## config.mk

```make
export PLATFORM = sky130hd
export DESIGN_NAME = ramped_period_pulse_generator
export DESIGN_NICKNAME = d
export VERILOG_FILES = /design/src/design/rppg_pkg.sv /design/src/design/rppg_div.sv /design/src/design/rppg_tick.sv /design/src/design/ramped_period_pulse_generator.sv
export SDC_FILE = /design/constraint.sdc
export NUM_CORES = 1
export LEC_CHECK = 0
export BUFFER_PORTS_ARGS = -buffer_cell sky130_fd_sc_hd__buf_2
export CAP_MARGIN = 0
export CELL_PAD_IN_SITES_DETAIL_PLACEMENT = 1
export CELL_PAD_IN_SITES_GLOBAL_PLACEMENT = 1
export CORE_MARGIN = 8
export CORE_UTILIZATION = 48
export DETAILED_ROUTE_END_ITERATION = 16
export GPL_ROUTABILITY_DRIVEN = 0
export PLACE_DENSITY = 0.88
export SYNTH_ARGS = -nofsm -noshare
export SYNTH_HDL_FRONTEND = slang
export SYNTH_SLANG_ARGS = --single-unit
```

## constraint.sdc

```tcl
create_clock -name clock -period 7.8 [get_ports clock]
set_clock_uncertainty 0.15 [all_clocks]
set_input_delay 0 -clock clock [delete_from_list [all_inputs] [get_ports clock]]
set_output_delay 0 -clock clock [all_outputs]
set_load 0.02 [all_outputs]
```

## src/design/rppg_pkg.sv

```systemverilog
`timescale 1ns / 1ps
// ----------------------------------------------------------------------------
// rppg_pkg: shared types and constants of the ramped period pulse generator
// Widths, command and register codes, sequencer states and the tick update
// bundle used by the sequencer and the tick datapath.
// ----------------------------------------------------------------------------
package rppg_pkg;

   // Field widths
   localparam int PERIOD_W     = 16;
   localparam int CFG_PERIOD_W = 15;
   localparam int SECONDS_W    = 8;
   localparam int STAMP_W      = 16;
   localparam int CSR_INDEX_W  = 2;
   localparam int CSR_DATA_W   = 15;

   // Serial divider: one quotient bit per cycle over the ramp span magnitude
   localparam int DIV_STEPS = CFG_PERIOD_W;
   localparam int DIV_CNT_W = $clog2(DIV_STEPS);

   // Command codes
   localparam logic CMD_TICK    = 1'b0;
   localparam logic CMD_RESTART = 1'b1;

   // Register indexes
   localparam logic [CSR_INDEX_W-1:0] CSR_ENABLE       = 2'd0;
   localparam logic [CSR_INDEX_W-1:0] CSR_START_PERIOD = 2'd1;
   localparam logic [CSR_INDEX_W-1:0] CSR_END_PERIOD   = 2'd2;
   localparam logic [CSR_INDEX_W-1:0] CSR_RAMP_SECONDS = 2'd3;

   // Sequencer states
   typedef enum logic [1:0] {
      ST_IDLE,
      ST_EXEC,
      ST_DIV,
      ST_SEND
   } state_type;

   // Next values produced by one tick transaction
   typedef struct packed {
      logic                fired;
      logic [PERIOD_W-1:0] period;
      logic                ramp;
      logic [STAMP_W-1:0]  last_ms;
      logic [STAMP_W-1:0]  last_s;
   } tick_next_type;

endpackage

```

## src/design/rppg_div.sv

```systemverilog
`timescale 1ns / 1ps
// ----------------------------------------------------------------------------
// rppg_div: serial restoring divider
// Divides the unsigned ramp span by the ramp seconds, one quotient bit per
// cycle through a single shared subtract and compare.
// ----------------------------------------------------------------------------
module rppg_div
   import rppg_pkg::*;
(
   input  logic                    clock,
   input  logic                    reset,
   input  logic                    start,
   input  logic [CFG_PERIOD_W-1:0] dividend,
   input  logic [SECONDS_W-1:0]    divisor,
   output logic                    busy,
   output logic                    done,
   output logic [CFG_PERIOD_W-1:0] quotient
);

   logic                    busy_ff, busy_in;
   logic                    done_ff, done_in;
   logic [DIV_CNT_W-1:0]    cnt_ff, cnt_in;
   logic [SECONDS_W-1:0]    rem_ff, rem_in;
   logic [CFG_PERIOD_W-1:0] quo_ff, quo_in;
   logic [SECONDS_W-1:0]    dvs_ff, dvs_in;

   logic [SECONDS_W:0]      trial;
   logic [SECONDS_W:0]      trial_sub;
   logic                    trial_ge;
   logic                    last_step;

   // Shift in the next dividend bit and trial subtract
   assign trial     = {rem_ff, quo_ff[CFG_PERIOD_W-1]};
   assign trial_ge  = trial >= {1'b0, dvs_ff};
   assign trial_sub = trial - {1'b0, dvs_ff};
   assign last_step = cnt_ff == DIV_CNT_W'(DIV_STEPS - 1);

   always_comb begin
      busy_in = busy_ff;
      done_in = 1'b0;
      cnt_in  = cnt_ff;
      rem_in  = rem_ff;
      quo_in  = quo_ff;
      dvs_in  = dvs_ff;
      if (start) begin
         busy_in = 1'b1;
         cnt_in  = '0;
         rem_in  = '0;
         quo_in  = dividend;
         dvs_in  = divisor;
      end else if (busy_ff) begin
         rem_in = trial_ge ? trial_sub[SECONDS_W-1:0] : trial[SECONDS_W-1:0];
         quo_in = {quo_ff[CFG_PERIOD_W-2:0], trial_ge};
         cnt_in = cnt_ff + DIV_CNT_W'(1);
         if (last_step) begin
            busy_in = 1'b0;
            done_in = 1'b1;
         end
      end
   end

   // Control state
   always_ff @(posedge clock) begin
      if (reset) begin
         busy_ff <= 1'b0;
         done_ff <= 1'b0;
      end else begin
         busy_ff <= busy_in;
         done_ff <= done_in;
      end
   end

   // Datapath
   always_ff @(posedge clock) begin
      cnt_ff <= cnt_in;
      rem_ff <= rem_in;
      quo_ff <= quo_in;
      dvs_ff <= dvs_in;
   end

   assign busy     = busy_ff;
   assign done     = done_ff;
   assign quotient = quo_ff;

endmodule

```

## src/design/rppg_tick.sv

```systemverilog
`timescale 1ns / 1ps
// ----------------------------------------------------------------------------
// rppg_tick: tick update datapath
// Decides the pulse from the elapsed milliseconds and applies the once per
// second ramp step with its wrap clamp and end-of-ramp test.
// ----------------------------------------------------------------------------
module rppg_tick
   import rppg_pkg::*;
(
   input  logic                    enable,
   input  logic [CFG_PERIOD_W-1:0] start_period,
   input  logic [CFG_PERIOD_W-1:0] end_period,
   input  logic [PERIOD_W-1:0]     period,
   input  logic                    ramp,
   input  logic [PERIOD_W-1:0]     step,
   input  logic [STAMP_W-1:0]      last_ms,
   input  logic [STAMP_W-1:0]      last_s,
   input  logic [STAMP_W-1:0]      now_ms,
   input  logic [STAMP_W-1:0]      now_s,
   output tick_next_type           next
);

   logic [STAMP_W-1:0]  elapsed;
   logic                fire;
   logic                new_sec;
   logic                step_neg;
   logic                step_pos;
   logic [PERIOD_W-1:0] start_ext;
   logic [PERIOD_W-1:0] end_ext;
   logic [PERIOD_W-1:0] stepped;
   logic [PERIOD_W-1:0] ramped;
   logic                end_hit;

   assign start_ext = {1'b0, start_period};
   assign end_ext   = {1'b0, end_period};

   // Pulse when the wrapped elapsed time exceeds the period
   assign elapsed = now_ms - last_ms;
   assign fire    = enable && (elapsed > period);
   assign new_sec = enable && (now_s != last_s);

   // Step, then clamp a downward wrap to the end period
   assign step_neg = step[PERIOD_W-1];
   assign step_pos = !step_neg && (step != '0);
   assign stepped  = period + step;

   always_comb begin
      if (!ramp) begin
         ramped = period;
      end else if (step_neg && (stepped > start_ext)) begin
         ramped = end_ext;
      end else begin
         ramped = stepped;
      end
   end

   assign end_hit = (step_pos && (ramped >= end_ext)) || (step_neg && (ramped <= end_ext));

   always_comb begin
      next.fired   = fire;
      next.last_ms = fire ? now_ms : last_ms;
      next.last_s  = new_sec ? now_s : last_s;
      next.period  = new_sec ? ramped : period;
      next.ramp    = (new_sec && end_hit) ? 1'b0 : ramp;
   end

endmodule

```

## src/design/ramped_period_pulse_generator.sv

```systemverilog
`timescale 1ns / 1ps
// ----------------------------------------------------------------------------
// ramped_period_pulse_generator: pulse stimulus with a ramped period
// Sequencer, configuration registers and state of the pulse generator.
// ----------------------------------------------------------------------------
// Usage:
//   The req channel takes one transaction per command: req_cmd low is a time
//   tick with millisecond and second stamps, req_cmd high restarts the ramp
//   from the configuration registers. Every request gives exactly one rsp
//   transaction with the pulse flag, the period in use and the ramp flag.
//   Registers are written through csr_write_en, csr_index and csr_wdata while
//   the block is idle; a write takes effect at the next edge.
//   Steps: an accepted request is captured, the EXEC state commits a tick or
//   a restart that needs no step, and the SEND state loads the response
//   register, which raises rsp_valid. A restart that ramps instead starts
//   the serial divider, one quotient bit per cycle, and waits in the DIV
//   state until the divider is done before it goes on to SEND.
//   Requests are taken only in the idle state, after the last left SEND.
//   A new request is taken while a finished response still waits on
//   rsp_ready; a stalled receiver holds the next result in the sequencer.
//   Reset clears registers, ramp state and timestamps to zero, constant mode.
// ----------------------------------------------------------------------------
module ramped_period_pulse_generator
   import rppg_pkg::*;
(
   input  logic                   clock,
   input  logic                   reset,
   // request channel
   input  logic                   req_valid,
   output logic                   req_ready,
   input  logic                   req_cmd,
   input  logic [STAMP_W-1:0]     req_now_ms,
   input  logic [STAMP_W-1:0]     req_now_s,
   // response channel
   output logic                   rsp_valid,
   input  logic                   rsp_ready,
   output logic                   rsp_pulse,
   output logic [PERIOD_W-1:0]    rsp_current_period,
   output logic                   rsp_ramping,
   // configuration port
   input  logic                   csr_write_en,
   input  logic [CSR_INDEX_W-1:0] csr_index,
   input  logic [CSR_DATA_W-1:0]  csr_wdata
);

   // Configuration registers
   logic                    enable_ff;
   logic [CFG_PERIOD_W-1:0] start_ff;
   logic [CFG_PERIOD_W-1:0] end_ff;
   logic [SECONDS_W-1:0]    seconds_ff;

   // Sequencer
   state_type state_ff, state_in;

   // Captured transaction
   logic               item_cmd_ff;
   logic [STAMP_W-1:0] item_ms_ff;
   logic [STAMP_W-1:0] item_s_ff;

   // Generator state
   logic [PERIOD_W-1:0] period_ff, period_in;
   logic                ramp_ff, ramp_in;
   logic [PERIOD_W-1:0] step_ff, step_in;
   logic [STAMP_W-1:0]  last_ms_ff, last_ms_in;
   logic [STAMP_W-1:0]  last_s_ff, last_s_in;
   logic                fired_ff, fired_in;

   // Response register
   logic                rsp_valid_ff, rsp_valid_in;
   logic                rsp_pulse_ff;
   logic [PERIOD_W-1:0] rsp_period_ff;
   logic                rsp_ramp_ff;

   // Sequencer controls
   logic req_take;
   logic is_restart;
   logic need_div;
   logic div_start;
   logic tick_commit;
   logic restart_commit;
   logic div_commit;
   logic rsp_load;
   logic rsp_free;

   // Divider and tick datapath
   logic                    span_neg;
   logic [CFG_PERIOD_W-1:0] span_mag;
   logic                    div_busy;
   logic                    div_done;
   logic [CFG_PERIOD_W-1:0] div_quo;
   logic [PERIOD_W-1:0]     quo_ext;
   logic [PERIOD_W-1:0]     step_new;
   tick_next_type           tick_next;

   assign req_take   = req_valid && req_ready;
   assign is_restart = item_cmd_ff == CMD_RESTART;
   assign need_div   = (start_ff != end_ff) && (seconds_ff != '0);
   assign rsp_free   = !rsp_valid_ff || rsp_ready;

   // Write configuration registers
   always_ff @(posedge clock) begin
      if (reset) begin
         enable_ff  <= 1'b0;
         start_ff   <= '0;
         end_ff     <= '0;
         seconds_ff <= '0;
      end else if (csr_write_en) begin
         case (csr_index)
            CSR_ENABLE:       enable_ff  <= csr_wdata[0];
            CSR_START_PERIOD: start_ff   <= csr_wdata[CFG_PERIOD_W-1:0];
            CSR_END_PERIOD:   end_ff     <= csr_wdata[CFG_PERIOD_W-1:0];
            CSR_RAMP_SECONDS: seconds_ff <= csr_wdata[SECONDS_W-1:0];
            default: ;
         endcase
      end
   end

   // Sequencer next state
   always_comb begin
      state_in = state_ff;
      case (state_ff)
         ST_IDLE: begin
            if (req_valid) state_in = ST_EXEC;
         end
         ST_EXEC: begin
            state_in = (is_restart && need_div) ? ST_DIV : ST_SEND;
         end
         ST_DIV: begin
            if (div_done) state_in = ST_SEND;
         end
         ST_SEND: begin
            if (rsp_free) state_in = ST_IDLE;
         end
         default: state_in = ST_IDLE;
      endcase
   end

   // Sequencer outputs
   always_comb begin
      req_ready      = 1'b0;
      div_start      = 1'b0;
      tick_commit    = 1'b0;
      restart_commit = 1'b0;
      div_commit     = 1'b0;
      rsp_load       = 1'b0;
      case (state_ff)
         ST_IDLE: req_ready = 1'b1;
         ST_EXEC: begin
            tick_commit    = !is_restart;
            restart_commit = is_restart && !need_div;
            div_start      = is_restart && need_div;
         end
         ST_DIV:  div_commit = div_done;
         ST_SEND: rsp_load   = rsp_free;
         default: ;
      endcase
   end

   always_ff @(posedge clock) begin
      if (reset) begin
         state_ff <= ST_IDLE;
      end else begin
         state_ff <= state_in;
      end
   end

   // Capture the request transaction
   always_ff @(posedge clock) begin
      if (req_take) begin
         item_cmd_ff <= req_cmd;
         item_ms_ff  <= req_now_ms;
         item_s_ff   <= req_now_s;
      end
   end

   // Ramp span magnitude and direction
   assign span_neg = end_ff < start_ff;
   assign span_mag = span_neg ? (start_ff - end_ff) : (end_ff - start_ff);

   rppg_div u_div (
      .clock    (clock),
      .reset    (reset),
      .start    (div_start),
      .dividend (span_mag),
      .divisor  (seconds_ff),
      .busy     (div_busy),
      .done     (div_done),
      .quotient (div_quo)
   );

   // Apply the sign to the truncated quotient
   assign quo_ext  = {1'b0, div_quo};
   assign step_new = span_neg ? (~quo_ext + PERIOD_W'(1)) : quo_ext;

   rppg_tick u_tick (
      .enable       (enable_ff),
      .start_period (start_ff),
      .end_period   (end_ff),
      .period       (period_ff),
      .ramp         (ramp_ff),
      .step         (step_ff),
      .last_ms      (last_ms_ff),
      .last_s       (last_s_ff),
      .now_ms       (item_ms_ff),
      .now_s        (item_s_ff),
      .next         (tick_next)
   );

   // Update generator state
   always_comb begin
      period_in  = period_ff;
      ramp_in    = ramp_ff;
      step_in    = step_ff;
      last_ms_in = last_ms_ff;
      last_s_in  = last_s_ff;
      fired_in   = fired_ff;
      if (tick_commit) begin
         period_in  = tick_next.period;
         ramp_in    = tick_next.ramp;
         last_ms_in = tick_next.last_ms;
         last_s_in  = tick_next.last_s;
         fired_in   = tick_next.fired;
      end else if (restart_commit) begin
         fired_in = 1'b0;
         ramp_in  = 1'b0;
         if (start_ff == end_ff) begin
            period_in = {1'b0, start_ff};
         end else begin
            period_in = {1'b0, end_ff};
            step_in   = '0;
         end
      end else if (div_commit) begin
         fired_in  = 1'b0;
         ramp_in   = 1'b1;
         period_in = {1'b0, start_ff};
         step_in   = step_new;
      end
   end

   always_ff @(posedge clock) begin
      if (reset) begin
         period_ff  <= '0;
         ramp_ff    <= 1'b0;
         step_ff    <= '0;
         last_ms_ff <= '0;
         last_s_ff  <= '0;
         fired_ff   <= 1'b0;
      end else begin
         period_ff  <= period_in;
         ramp_ff    <= ramp_in;
         step_ff    <= step_in;
         last_ms_ff <= last_ms_in;
         last_s_ff  <= last_s_in;
         fired_ff   <= fired_in;
      end
   end

   // Response register: load when free, drop on acceptance
   always_comb begin
      rsp_valid_in = rsp_valid_ff;
      if (rsp_load) begin
         rsp_valid_in = 1'b1;
      end else if (rsp_ready) begin
         rsp_valid_in = 1'b0;
      end
   end

   always_ff @(posedge clock) begin
      if (reset) begin
         rsp_valid_ff <= 1'b0;
      end else begin
         rsp_valid_ff <= rsp_valid_in;
      end
   end

   always_ff @(posedge clock) begin
      if (rsp_load) begin
         rsp_pulse_ff  <= fired_ff;
         rsp_period_ff <= period_ff;
         rsp_ramp_ff   <= ramp_ff;
      end
   end

   assign rsp_valid          = rsp_valid_ff;
   assign rsp_pulse          = rsp_pulse_ff;
   assign rsp_current_period = rsp_period_ff;
   assign rsp_ramping        = rsp_ramp_ff;

   // Divider completes only while the sequencer waits on it
   a_div_done_in_div: assert property (@(posedge clock) disable iff (reset)
      div_done |-> (state_ff == ST_DIV))
      else $error("divider finished outside the divide state");

   // No divide still running when a response is sent
   a_send_div_idle: assert property (@(posedge clock) disable iff (reset)
      (state_ff == ST_SEND) |-> !div_busy)
      else $error("response sent while the divider is busy");

   // A disabled tick leaves the timestamps untouched
   a_disabled_tick_hold: assert property (@(posedge clock) disable iff (reset)
      (tick_commit && !enable_ff) |=> ($stable(last_ms_ff) && $stable(last_s_ff)
                                       && $stable(period_ff)))
      else $error("disabled tick changed generator state");

   // A restart never reports a pulse
   a_restart_no_pulse: assert property (@(posedge clock) disable iff (reset)
      (restart_commit || div_commit) |=> !fired_ff)
      else $error("restart produced a pulse");

endmodule
```

==> out/metrics.cfg, run 1 <==
[status]
status = finished clean

[worst_hold_path]
holdCritPathClass = input port to register
holdPathStages = 2

[die]
die_h_um = 176.6
die_w_um = 176.6
start_util = 0.4904
fp-row-count = 58
die-area_um2 = 31200
ioPinCount = 75
core_area_um2 = 25250

[clock_tree]
clock_sinks = 196
ctsLongestPathBuffers = 2
cts_tree = yes
cts_root_buffer = clkbuf_16
clk_pin_slew_ns = 0.09
cts_max_level = 4
cts_resized = 0
clock_latency_ns = 0.44
cts-buffers-inserted = 17

[synth]
ys_types = 80
synth_edf_count = 74
syn_inst = 1393
yosysTopAreaCell = dfxtp_1
syn_area_per_cell_um2 = 8.890
synth_common_cells = nand2_1, a21oi_1, nor2_1
netlist_top_cells_area = dfxtp_1, edfxtp_1, ha_1
synth_warnings = 0
synth.most_common_cell = nand2_1
synth-main-ff-cell = dfxtp_1
synth_area_um2 = 12380
async_reset_ff_frac = 0
ys_ff_latch = 196
ys_seq_area_frac = 0.3766
syn_nets = 1573
yosysTopAreaCellShare = 0.1972

[power_and_ir_drop]
irDropWorstVdd_uv = 151.9
power_density_nw_per_um2 = 238.3
p_leak_nw = 5.585
power_mw = 3.377

[finish]
layoutNonFillerInstCount = 1836
fin_area_um2 = 14170
layout-drive-gt1-share = 0.09435
finish.utilization = 0.5611
nets = 1672
syn_to_final_growth_pct = 14.42
n_fill_cell = 2927

[worst_setup_path]
r2r_slack_ns = 0.65
cpMostUsedCell = a21oi_1
crit_type = register to register
worst-endpoint-required_ns = 7.99
crit_slowest_cell = o31ai_4
crit_fanout = 18
critical-path-max-stage-delay_ns = 0.60
ff2ff_path_depth = 29
end_kind = register
startpoint_type = register
cp.arrival_ns = 7.34

[drt]
wl_per_cell_um = 23.20
first_pass_iters = 5
drt_iter0_markers = 876
drc_errors = 0
vias = 11427
vias_per_cell = 6.224
ant_nets = 0
totalWireLength_um = 42590

[place]
port_buffers = 74
dp_slack_ns = 1.195
dp.cells = 1744
dpl_cell_area_um2 = 12960
dp_hpwl_um = 28500

[timing]
hold-worst-slack_ns = 0.1047
fmax_mhz = 139.9
max_slew.worst_pin.slew_ns = 1.287
final.setup.tns_ns = 0
rsz0062_at_grt = no
setup_viol_count_final = 0
slew-limit-headroom = 0.1411
hold_viol = 0
finalCriticalPeriod_ns = 7.150
setup_ws_ns = 0.6500
fin_crit_sh = 0.9167
slew_violations = 0

[global_routing]
grt_pass1_wl_um = 66850
grt_antenna_before_repair = 2
gr-total-overflow = 0
first_global_vias = 12530
grt_usage = 0.2700
grt_max_degree = 73

[run]
maxCapViolCount = 0

where the power goes:
part           leakage, nW  switching [mW]  total [mW]  internal (mW)
Sequential            1.68          0.0986        1.29           1.19
Combinational         3.61           0.701        1.17          0.468
Clock                0.293           0.478       0.914          0.436
Total                 5.58            1.28        3.38           2.10
state kept, by name, summed over array words and instances (netlist names), 2 cells and up:
name and count:
u_div.cnt_ff 4, start_ff 15, step_ff 16, last_ms_ff 16
item_ms_ff 16, u_div.quotient 15, last_s_ff 16, rsp_current_period 16
state_ff 2, end_ff 15, item_s_ff 16, u_div.dvs_ff 8
u_div.rem_ff 8, seconds_ff 8, period_ff 16
metal layers:
layer	track usage	vias up	wire length, um
met3	0.05035	181	2568
met4	0.1629	2	2317
li1	-	5135	-
met1	0.3108	5624	16910
met5	0	-	13
met2	0.4606	485	20790
worst paths after layout:
path / from / to
setup / recovery: period_ff[0] / ramp_ff
setup reg to reg: period_ff[0] / ramp_ff
hold reg to reg: seconds_ff[6] / u_div.dvs_ff[6]
hold / removal: req_now_s[10] / item_s_ff[10]
worst max-delay path, delay by kind of cell (launching register included):
kind                     cells  cell delay, ns
XOR/XNOR                     1            0.15
AND/OR/NAND/NOR              7            1.10
adder cells (fa/ha/maj)      4            1.29
AO/OA/AOI/OAI               16            3.61
buffers and inverters        1            0.36
flip-flops                   1            0.38
cell usage in the layout (no fill, tap or decap), drive strengths merged, types with 13 or more instances in the layout:
cell type,n
xnor2,60
a22oi,28
nand3,36
dfxtp,122
nand2,147
a21o,31
a21oi,135
buf,82
inv,104
nor2b,16
dlygate4sd3,59
mux2i,58
ha,120
clkbuf,17
a211oi,13
nor2,130
nand4,20
o21ai,81
edfxtp,74
final cells by class:
class | instances | area, um2 | share of cell area
inverters | 99 | 371.6 | 0.02623
clock inverters | 15 | 186.4 | 0.01316
diodes | 1 | 2.502 | 0.0001766
flip-flops and latches | 196 | 4664 | 0.3292
repair buffers | 141 | 1023 | 0.07223
well taps | 330 | 412.9 | 0.02914
clock buffers | 17 | 425.4 | 0.03002
multi-input cells | 1037 | 7083 | 0.4999
what timing repair did:
item | 4_1_cts | 5_1_grt
hold endpoints to repair | 99 | 0
hold buffers | 59 | 0
buffers inserted | 0 | 0
kinds of logic after synthesis:
kind of cell             share of synthesized area
adder cells (fa/ha/maj)                     0.1293
flip-flops                                  0.3766
XOR/XNOR                                   0.05092
multiplexers                               0.04870
AO/OA/AOI/OAI                               0.1915
AND/OR/NAND/NOR                             0.1511
buffers and inverters                      0.05183
No activity file was read; power rests on OpenSTA's default activity.
==> run 2: changes to the inputs <==
==> constraint.sdc (replaced) <==
create_clock -name clock -period 7.8 [get_ports clock]
set_clock_uncertainty 0.15 [all_clocks]
set_input_delay 0.78 -clock clock [delete_from_list [all_inputs] [get_ports clock]]
set_output_delay 0.78 -clock clock [all_outputs]
set_load 0.02 [all_outputs]
==> run 2 against run 1 <==
Sequential cell count did not move; register-to-register slack better by 0.05 ns; sequential share of layout area increased by 1.4 points; total power is 1.8% lower; largest cell class unchanged.
==> out/metrics.cfg, run 2 (synthesis gave the netlist of run 1 again) <==
[timing]
fin_crit_sh = 0.9104
slew_violations = 0
max_slew.worst_pin.slew_ns = 1.240
final.setup.tns_ns = 0
hold_viol = 0
fmax_mhz = 140.8
rsz0062_at_grt = no
slew-limit-headroom = 0.1700
finalCriticalPeriod_ns = 7.101
setup_viol_count_final = 0
setup_ws_ns = 0.6992

[worst_hold_path]
holdPathStages = 0
min_from = seconds_ff[6]
hold_end = u_div.dvs_ff[6]
holdCritPathClass = register to register

[drt]
drc_errors = 0
totalWireLength_um = 39000
vias_per_cell = 6.095
drt_iter0_markers = 775
wl_per_cell_um = 21.96
vias = 10825
ant_nets = 0
first_pass_iters = 5

[die]
core_area_um2 = 25250
start_util = 0.4904
fp-row-count = 58
die_w_um = 176.6
die-area_um2 = 31200
die_h_um = 176.6
ioPinCount = 75

[global_routing]
gr-total-overflow = 0
grt_antenna_before_repair = 0
grt_pass1_wl_um = 61860
first_global_vias = 11714
grt_usage = 0.2481
grt_max_degree = 73

[worst_setup_path]
crit_type = register to register
crit_slowest_cell = o31ai_4
cp_num_buf_inv = 1
startpoint_type = register
reg2reg_from = period_ff[0]
r2r_slack_ns = 0.70
worst-endpoint-required_ns = 7.99
crit_fanout = 18
cp_num_cells = 29
cpMostUsedCell = a21oi_1
end_kind = register
ff2ff_path_depth = 29
critical-path-max-stage-delay_ns = 0.60
cp.arrival_ns = 7.30
path_delay_family = compound AO/OA/AOI/OAI gates
rr_endpoint = ramp_ff

[power_and_ir_drop]
p_sw_frac = 0.3738
power_density_nw_per_um2 = 244.3
p_leak_nw = 5.341
power_switching_mw = 1.240
p_int_mw = 2.077
p_clk_frac = 0.275
irDropWorstVdd_uv = 206.4
seqPwrFrac = 0.389
p_comb_frac = 0.336
power_mw = 3.316

[clock_tree]
clk_pin_slew_ns = 0.09
cts_tree = yes
clock_latency_ns = 0.45
cts_max_level = 4
ctsHoldBuffers = 0
clock_sinks = 196
cts_resized = 0
ctsLongestPathBuffers = 2
cts_root_buffer = clkbuf_16
cts-buffers-inserted = 17
post_cts_buffers = 0

[finish]
layout_commonest_cell = nand2_1
n_antenna_cell = 0
n_fill_cell = 2982
layout_common_cells = nand2_1, a21oi_1, nor2_1
multi_input_area_um2 = 7083
syn_to_final_growth_pct = 9.628
finish.utilization = 0.5376
final-seq-area_um2 = 4664
nets = 1613
layout-drive-gt1-share = 0.09820

[place]
dp_hpwl_um = 28500
dp_slack_ns = 1.195
port_buffers = 74

[run]
maxCapViolCount = 0

[status]
status = finished clean

-- run 2: cell types whose count changed in the layout (fill, tap and decap cells not counted) --
cell and delta:
diode_2 -1, dlygate4sd3_1 -59
-- run 2: layout make-up --
| class | instances | share of cell area |
|---|---|---|
| clock buffer | 17 | 0.03133 |
| tap | 330 | 0.03041 |
| clock inverter | 15 | 0.01373 |
| inverter | 99 | 0.02737 |
| timing repair buffer | 82 | 0.03189 |
| multi-input combinational | 1037 | 0.5217 |
| sequential | 196 | 0.3436 |
-- run 2: power by group through the flow --
stage | logic, mW | clock network [mW] | registers [mW]
6_report | 1.12 | 0.911 | 1.29
5_1_grt | 1.22 | 0.956 | 1.30
4_1_cts | 1.11 | 0.921 | 1.29
3_5_place_dp | 1.09 | 0 | 1.31
3_3_place_gp | 1.02 | 0 | 1.30
2_1_floorplan | 0.806 | 0 | 1.29
-- run 2: how the worst max path moves through the flow --
stage / end / slack [ns] / from
floorplan: ramp_ff / 1.92 / period_ff[0]
global placement: ramp_ff / 1.41 / period_ff[0]
detailed placement: ramp_ff / 1.19 / period_ff[0]
CTS: ramp_ff / 0.89 / period_ff[0]
global route: ramp_ff / 0.40 / period_ff[0]
finish: ramp_ff / 0.70 / period_ff[0]
-- run 2: per-layer routing --
layer,vias to the layer above,wire [um],GRT usage
met5,-,0,0
met4,0,1501,0.1212
met3,107,2173,0.03648
met2,366,19090,0.4283
met1,5330,16240,0.2979
li1,5022,-,-
-- run 2: per-stage QoR --
| stage | instance area (um2) | cells | hold WS, ns |
|---|---|---|---|
| 5_1_grt | 13580 | 1776 | 0.3007 |
| 4_1_cts | 13580 | 1776 | 0.2958 |
| 3_3_place_gp | 12960 | 1744 | 0.2686 |
| 2_1_floorplan | 12380 | 1393 | 0.2564 |
| 3_5_place_dp | 12960 | 1744 | 0.2917 |
| 6_report | 13580 | 1776 | 0.2988 |
